**config.mk**
```make
export PLATFORM = sky130hd
export DESIGN_NAME = shac_ctrl
export DESIGN_NICKNAME = d
export VERILOG_FILES = /design/src/shac_pkg.sv /design/src/shac_ctrl.sv
export SDC_FILE = /design/constraint.sdc
export NUM_CORES = 1
export LEC_CHECK = 0
export ABC_AREA = 0
export BUFFER_PORTS_ARGS = -buffer_cell sky130_fd_sc_hd__buf_4
export CORE_AREA = 10 10 47 49
export CTS_CLUSTER_DIAMETER = 60
export DETAILED_ROUTE_END_ITERATION = 8
export DIE_AREA = 0 0 57 59
export GPL_ROUTABILITY_DRIVEN = 0
export PLACE_DENSITY = 0.74
export SLEW_MARGIN = 0
export SYNTH_ARGS = -nofsm -noshare
export SYNTH_HDL_FRONTEND = slang
export SYNTH_SLANG_ARGS = --single-unit
```
**constraint.sdc**
```tcl
create_clock -name clk_i -period 1.9 [get_ports clk_i]
set_input_delay 0.095 -clock clk_i [delete_from_list [all_inputs] [get_ports clk_i]]
set_output_delay 0.095 -clock clk_i [all_outputs]
set_load 0.05 [all_outputs]
```
**src/shac_pkg.sv**
```systemverilog
// SHA-512 compression package: types, FSM states, round constants, rotate function.
// No dependencies.
`default_nettype none
package shac_pkg;

  localparam int unsigned WordW  = 64;
  localparam int unsigned Rounds = 80;
  localparam int unsigned Window = 16;
  localparam int unsigned RoundW = 7;

  typedef enum logic {
    OP_LOAD = 1'b0,
    OP_MSG  = 1'b1
  } opcode_e;

  typedef struct packed {
    logic        opcode;
    logic [2:0]  word_index;
    logic [63:0] data_word;
  } in_item_t;

  typedef struct packed {
    logic [63:0] hash_word;
    logic [2:0]  out_index;
    logic        last;
  } out_item_t;

  typedef enum logic [1:0] {
    ST_IDLE,
    ST_ROUND,
    ST_FOLD,
    ST_EMIT
  } state_e;

  // controller -> datapath
  typedef struct packed {
    logic       init;    // copy chaining words into working vars
    logic       round;   // perform one round
    logic       fold;    // add working vars into chaining words
    logic       emit;    // present a result
    logic [6:0] rnd;     // round number
    logic [2:0] oidx;    // output index
  } ctrl_t;

  function automatic logic [63:0] k_const(input logic [6:0] t);
    logic [63:0] k;
    unique case (t)
      7'd0: k = 64'h428a2f98d728ae22;  7'd1: k = 64'h7137449123ef65cd;
      7'd2: k = 64'hb5c0fbcfec4d3b2f;  7'd3: k = 64'he9b5dba58189dbbc;
      7'd4: k = 64'h3956c25bf348b538;  7'd5: k = 64'h59f111f1b605d019;
      7'd6: k = 64'h923f82a4af194f9b;  7'd7: k = 64'hab1c5ed5da6d8118;
      7'd8: k = 64'hd807aa98a3030242;  7'd9: k = 64'h12835b0145706fbe;
      7'd10: k = 64'h243185be4ee4b28c; 7'd11: k = 64'h550c7dc3d5ffb4e2;
      7'd12: k = 64'h72be5d74f27b896f; 7'd13: k = 64'h80deb1fe3b1696b1;
      7'd14: k = 64'h9bdc06a725c71235; 7'd15: k = 64'hc19bf174cf692694;
      7'd16: k = 64'he49b69c19ef14ad2; 7'd17: k = 64'hefbe4786384f25e3;
      7'd18: k = 64'h0fc19dc68b8cd5b5; 7'd19: k = 64'h240ca1cc77ac9c65;
      7'd20: k = 64'h2de92c6f592b0275; 7'd21: k = 64'h4a7484aa6ea6e483;
      7'd22: k = 64'h5cb0a9dcbd41fbd4; 7'd23: k = 64'h76f988da831153b5;
      7'd24: k = 64'h983e5152ee66dfab; 7'd25: k = 64'ha831c66d2db43210;
      7'd26: k = 64'hb00327c898fb213f; 7'd27: k = 64'hbf597fc7beef0ee4;
      7'd28: k = 64'hc6e00bf33da88fc2; 7'd29: k = 64'hd5a79147930aa725;
      7'd30: k = 64'h06ca6351e003826f; 7'd31: k = 64'h142929670a0e6e70;
      7'd32: k = 64'h27b70a8546d22ffc; 7'd33: k = 64'h2e1b21385c26c926;
      7'd34: k = 64'h4d2c6dfc5ac42aed; 7'd35: k = 64'h53380d139d95b3df;
      7'd36: k = 64'h650a73548baf63de; 7'd37: k = 64'h766a0abb3c77b2a8;
      7'd38: k = 64'h81c2c92e47edaee6; 7'd39: k = 64'h92722c851482353b;
      7'd40: k = 64'ha2bfe8a14cf10364; 7'd41: k = 64'ha81a664bbc423001;
      7'd42: k = 64'hc24b8b70d0f89791; 7'd43: k = 64'hc76c51a30654be30;
      7'd44: k = 64'hd192e819d6ef5218; 7'd45: k = 64'hd69906245565a910;
      7'd46: k = 64'hf40e35855771202a; 7'd47: k = 64'h106aa07032bbd1b8;
      7'd48: k = 64'h19a4c116b8d2d0c8; 7'd49: k = 64'h1e376c085141ab53;
      7'd50: k = 64'h2748774cdf8eeb99; 7'd51: k = 64'h34b0bcb5e19b48a8;
      7'd52: k = 64'h391c0cb3c5c95a63; 7'd53: k = 64'h4ed8aa4ae3418acb;
      7'd54: k = 64'h5b9cca4f7763e373; 7'd55: k = 64'h682e6ff3d6b2b8a3;
      7'd56: k = 64'h748f82ee5defb2fc; 7'd57: k = 64'h78a5636f43172f60;
      7'd58: k = 64'h84c87814a1f0ab72; 7'd59: k = 64'h8cc702081a6439ec;
      7'd60: k = 64'h90befffa23631e28; 7'd61: k = 64'ha4506cebde82bde9;
      7'd62: k = 64'hbef9a3f7b2c67915; 7'd63: k = 64'hc67178f2e372532b;
      7'd64: k = 64'hca273eceea26619c; 7'd65: k = 64'hd186b8c721c0c207;
      7'd66: k = 64'heada7dd6cde0eb1e; 7'd67: k = 64'hf57d4f7fee6ed178;
      7'd68: k = 64'h06f067aa72176fba; 7'd69: k = 64'h0a637dc5a2c898a6;
      7'd70: k = 64'h113f9804bef90dae; 7'd71: k = 64'h1b710b35131c471b;
      7'd72: k = 64'h28db77f523047d84; 7'd73: k = 64'h32caab7b40c72493;
      7'd74: k = 64'h3c9ebe0a15c9bebc; 7'd75: k = 64'h431d67c49c100d4c;
      7'd76: k = 64'h4cc5d4becb3e42b6; 7'd77: k = 64'h597f299cfc657e2a;
      7'd78: k = 64'h5fcb6fab3ad6faec; 7'd79: k = 64'h6c44198c4a475817;
      default: k = '0;
    endcase
    return k;
  endfunction

  function automatic logic [63:0] ror(input logic [63:0] v, input int unsigned n);
    return (v >> n) | (v << (64 - n));
  endfunction

endpackage
`default_nettype wire

```
**src/shac_ctrl.sv**
```systemverilog
// SHA-512 compression controller: sequences rounds, fold and result emission.
// Depends on shac_pkg.
`default_nettype none
module shac_ctrl (
  input  wire logic          clk_i,
  input  wire logic          rst_ni,
  input  wire logic          go_i,     // sixteenth message word accepted
  output shac_pkg::ctrl_t    ctrl_o,
  output logic               busy_o
);
  import shac_pkg::*;

  state_e     state_q, state_d;
  logic [6:0] cnt_q, cnt_d;

  always_comb begin
    state_d = state_q;
    cnt_d   = cnt_q;
    unique case (state_q)
      ST_IDLE: begin
        cnt_d = '0;
        if (go_i) state_d = ST_ROUND;
      end
      ST_ROUND: begin
        if (cnt_q == 7'(Rounds - 1)) begin
          state_d = ST_FOLD;
          cnt_d   = '0;
        end else begin
          cnt_d = cnt_q + 7'd1;
        end
      end
      ST_FOLD: begin
        state_d = ST_EMIT;
        cnt_d   = '0;
      end
      ST_EMIT: begin
        if (cnt_q == 7'd7) state_d = ST_IDLE;
        cnt_d = cnt_q + 7'd1;
      end
      default: state_d = ST_IDLE;
    endcase
  end

  always_comb begin
    ctrl_o       = '0;
    ctrl_o.init  = (state_q == ST_IDLE) && go_i;
    ctrl_o.round = (state_q == ST_ROUND);
    ctrl_o.fold  = (state_q == ST_FOLD);
    ctrl_o.emit  = (state_q == ST_EMIT);
    ctrl_o.rnd   = cnt_q;
    ctrl_o.oidx  = cnt_q[2:0];
    busy_o       = (state_q != ST_IDLE);
  end

  always_ff @(posedge clk_i or negedge rst_ni) begin
    if (!rst_ni) begin
      state_q <= ST_IDLE;
      cnt_q   <= '0;
    end else begin
      state_q <= state_d;
      cnt_q   <= cnt_d;
    end
  end

endmodule
`default_nettype wire

```
# ---- After elaboration in Yosys (flattened, before gate mapping)
# Cells that the tools add are included.
dict set report word_totals {
  ff_bits 9
  in_bits 3
  out_inout_bits 15
  elab_cells 22
}
dict set report classes {
  add_sub_neg 1
  n_eq_ne 8
  mux 6
  n_reduce_logical 5
}
# operator n
set op_table {}
lappend op_table {{7-bit one-hot mux with 3 select lines} 1}
lappend op_table {{2-bit one-hot mux with 4 select lines} 1}
lappend op_table {{7-bit by 1-bit adder with 7-bit output (second input constant)} 1}
lappend op_table {{7-bit by 3-bit equality test with 1-bit output (second input constant)} 1}
lappend op_table {{7-bit equality test (second input constant)} 1}
lappend op_table {{7-bit two-way mux} 1}
lappend op_table {{2-bit two-way mux} 3}
lappend op_table {{2-bit equality test (second input constant)} 2}
lappend op_table {{2-bit by 1-bit inequality test with 1-bit output (second input constant)} 2}
lappend op_table {{3-bit AND reduction} 1}
lappend op_table {{2-bit by 1-bit equality test with 1-bit output (second input constant)} 1}
lappend op_table {{2-bit logical NOT} 1}
lappend op_table {{2-bit inequality test (second input constant)} 1}
lappend op_table {{2-bit nonzero test} 1}
lappend op_table {{2-bit OR reduction} 1}
lappend op_table {{1-bit logical AND} 1}

# ---- Longest topological paths before layout
dict set report logic_depth {
  depth_word 3
  depth_mapped 6
  mapped_depth_nobuf 6
}

# ---- Worst setup path before layout
# OpenSTA, ideal clock, no wires.
dict set report synth_path {
  path_type {register -> register}
  start {reg cnt_q[0]}
  end {reg state_q[1]}
  setup_time_ns 0.125
  t_arrival_ns 1.809
  t_required_ns 1.775
  setup_slack_ns -0.034
  path_stages_with_launch 6
  n_path_buf 0
  period_less_slack_ns 1.934
  cell_sequence {dfrtp_1 > ha_1 > and3_2 > and3_1 > o211ai_2 > mux2_4}
}
dict set report synth_between {
  elab_chain_cells 3
  word_cells_on_any_way 5
  cone_classes {4 x eq/ne; 1 x reduce/logical}
}
# item line
set synth_lines {}
lappend synth_lines {{start: declaration} shac_ctrl.sv:14} ;# logic [6:0] cnt_q, cnt_d;
lappend synth_lines {{start signal: assignment} shac_ctrl.sv:61} ;# cnt_q <= cnt_d;
lappend synth_lines {{7-bit equality test / 7-bit by 3-bit equality test with 1-bit output (equally long branches)} {shac_ctrl.sv:25, shac_ctrl.sv:37}}
lappend synth_lines {{2-bit by 1-bit inequality test with 1-bit output (no source line)} n/a}
lappend synth_lines {{3-bit AND reduction (no source line) *} n/a}
lappend synth_lines {{end signal: assignment} shac_ctrl.sv:60} ;# state_q <= state_d;
lappend synth_lines {{end: declaration} shac_ctrl.sv:13} ;# state_e state_q, state_d;
# Every way passes the cells marked *; elsewhere a longest branch is shown, timed or not.
# A chain may end at the register's enable or synchronous reset.

# ---- Final worst setup path
# Same ends and word-level chain as after synthesis.

==> impl_metrics.py <==
metrics = {
    "run_status": {
        "status": "complete, no violations",
    },
    "logic_synthesis": {
        "seq_area_frac_synth_pct": 40.7,
        "syn_inst": 54,
        "yosysWarnings": 0,
        "synth_fp_nets": 64,
        "synth_area_um2": 553,
        "synth.ff_latch_count": 9,
        "syn_area_per_cell_um2": 10.2,
        "yosysUniqueCellTypes": 22,
    },
    "clock_network": {
        "htree_num_levels": 1,
        "cts_sinks": 9,
        "cts_buffer_depth": 2,
        "tritoncts": "done",
        "cts_buffers": 3,
        "cts_resized": 0,
        "cts_root_buffer": "clkbuf_4",
        "cts_setup_buffers": 0,
        "hold_buffers": 1,
        "clkTransAtPathRegs_ns": 0.06,
        "clkLatencyLatePin_ns": 0.27,
    },
    "cells_and_area": {
        "multiInputGateArea_um2": 287,
        "final_cell_mix": "17 x buf_4, 9 x nor2_1, 7 x ha_1, 7 x dfrtp_1, 5 x inv_1",
        "fill_cells": 138,
        "mostFrequentLayoutCell": "buf_4",
        "num_antenna_cells": 0,
        "drive_gt1_share_pct": 34.2,
        "regArea_um2": 228,
        "nets": 84,
        "area_delta_synth_final_pct": 29.6,
    },
    "placed_design": {
        "pre_cts_ws_ns": 0.150,
        "place_hpwl_um": 990,
        "io_buffers": 17,
    },
    "detailed_routing": {
        "via_per_inst": 5.09,
        "dr.pass1.iters": 5,
        "wl_per_cell_um": 14.0,
        "via_count": 453,
        "drt_iter0_drc": 9,
        "drc": 0,
        "drt-total-wl_mm": 1.24,
        "antenna_left": 0,
    },
    "worst_setup_path": {
        "worstSetupEndpointType": "register",
        "startpoint_type": "register",
        "cp_slowest_cell": "dfrtp_2",
        "crit_type": "register to register",
        "slowest_delay_ns": 0.43,
        "cp_data_arrival_time_ns": 1.92,
        "rrSetupSlack_ns": 0.14,
        "crit_chain": "ha_1 > and3_2 > and3_1 > o211ai_2 > mux2_4",
        "cp_max_fo": 5,
        "required_ns": 2.06,
    },
    "timing": {
        "slew_violations": 0,
        "fin_tns_setup_ns": 0,
        "fmax_mhz": 567,
        "fin_crit_sh_pct": 92.8,
        "hold_ws_ns": 0.175,
        "final.min_clock_period_ns": 1.76,
        "setup_viol": 0,
        "rsz0062_at_grt": "no",
        "hold_violations": 0,
        "worst_slack_ns": 0.137,
        "slew_headroom_pct": 77.4,
        "tightest_slew_ns": 0.335,
        "clock_skew_ns": 0.0113,
    },
    "floorplan": {
        "io_pins": 18,
        "start_util_pct": 39.5,
        "die_w_um": 57,
        "coreArea_mm2": 0.00140,
        "die_area_mm2": 0.00336,
        "rows": 14,
        "die_height_um": 59,
    },
    "worst_hold_path": {
        "hold_path_class": "input pin to async pin",
    },
    "grt": {
        "grt_max_degree": 10,
        "grt.total_usage_pct": 7.85,
        "overflow": 0,
        "antenna_found_initial": 0,
        "grt_first_pass_wirelength_mm": 1.99,
        "grt_pass1_vias": 452,
    },
    "power": {
        "power.leakage_nw": 0.377,
        "power-per-cell-area_mw_per_mm2": 487,
        "ir_worst_vdd_mv": 0.393,
        "power_mw": 0.349,
    },
    "job": {
        "cap_violations": 0,
    },
}
-- worst max-delay path, delay by kind of cell (launching register included) --
kind / cells / cell delay [ns]
simple gates: 2 / 0.46
flops: 1 / 0.43
mux: 1 / 0.31
fa+ha+maj: 1 / 0.25
compound gates: 1 / 0.20
-- area by class of cell --
class | instances | share of cell area (%)
sequential | 9 | 31.8
timing repair buffer | 18 | 19.2
inverter | 5 | 2.62
tap | 16 | 2.79
clock buffer | 4 | 3.66
multi-input combinational | 37 | 40.0
-- final timing paths --
check / cells past startpoint / to / start
hold / removal: 2 / cnt_q[0] / rst_ni
hold reg to reg: 1 / cnt_q[0] / cnt_q[0]
setup / recovery: 5 / state_q[1] / cnt_q[0]
setup reg to reg: 5 / state_q[1] / cnt_q[0]
min in group clk_i: 4 / state_q[0] / go_i
max in group asynchronous: 2 / state_q[0] / rst_ni
-- where the power goes --
group	switching [mW]	internal, mW	total, mW
logic	0.00434	0.00441	0.00876
clock network	0.0677	0.0810	0.149
registers	0	0.192	0.192
-- kinds of logic (layout without fill, tap and decap cells) --
logic type | after synthesis | after routing | synth area share (%)
AND/OR/NAND/NOR | 18 | 18 | 16.5
flip-flops | 9 | 9 | 40.7
buffers and inverters | 8 | 27 | 7.47
adder cells (fa/ha/maj) | 7 | 7 | 15.8
AO/OA/AOI/OAI | 6 | 6 | 8.60
XOR/XNOR | 4 | 4 | 6.34
multiplexers | 2 | 2 | 4.52
-- cell usage after synthesis --
cell type  count  area, um^2
ha_1           7        87.6
inv_1          5        18.8
dfrtp_1        9         225
nor2_1         9        33.8
nand3b_1       1        7.51
o211ai_2       1        12.5
nand2_1        1        3.75
nand3_1        1        5.00
a21o_1         1        7.51
mux2i_1        1        10.0
o41ai_1        1        8.76
and4_1         1        8.76
xor2_1         1        8.76
buf_4          3        22.5
a2bb2oi_1      1        8.76
and3_1         2        12.5
a21oi_1        2        10.0
and2_1         1        6.26
xnor2_1        3        26.3
mux2_4         1        15.0
nor4_1         1        6.26
and3_2         1        7.51
-- registers in the layout, indices dropped and copies added (netlist names) --
signal,count
cnt_q,7
state_q,2
-- per-stage QoR --
| stage | cell area, um^2 | std cells | utilization, % |
|---|---|---|---|
| 4_1_cts | 717 | 89 | 51.2 |
| 2_1_floorplan | 556 | 54 | - |
| 3_5_place_dp | 681 | 84 | 48.6 |
| 5_1_grt | 717 | 89 | 51.2 |
| 6_report | 717 | 89 | 51.2 |
| 3_3_place_gp | 681 | 84 | 48.6 |
-- per-layer routing --
| layer | global-route usage [%] | vias up | wire length [um] |
|---|---|---|---|
| li1 | - | 219 | - |
| met1 | 7.07 | 218 | 477 |
| met2 | 13.0 | 14 | 636 |
| met3 | 5.79 | 2 | 118 |
| met4 | 3.69 | 0 | 9 |
| met5 | 0 | - | 0 |
Note: power is estimated with default switching activity, not from simulation.
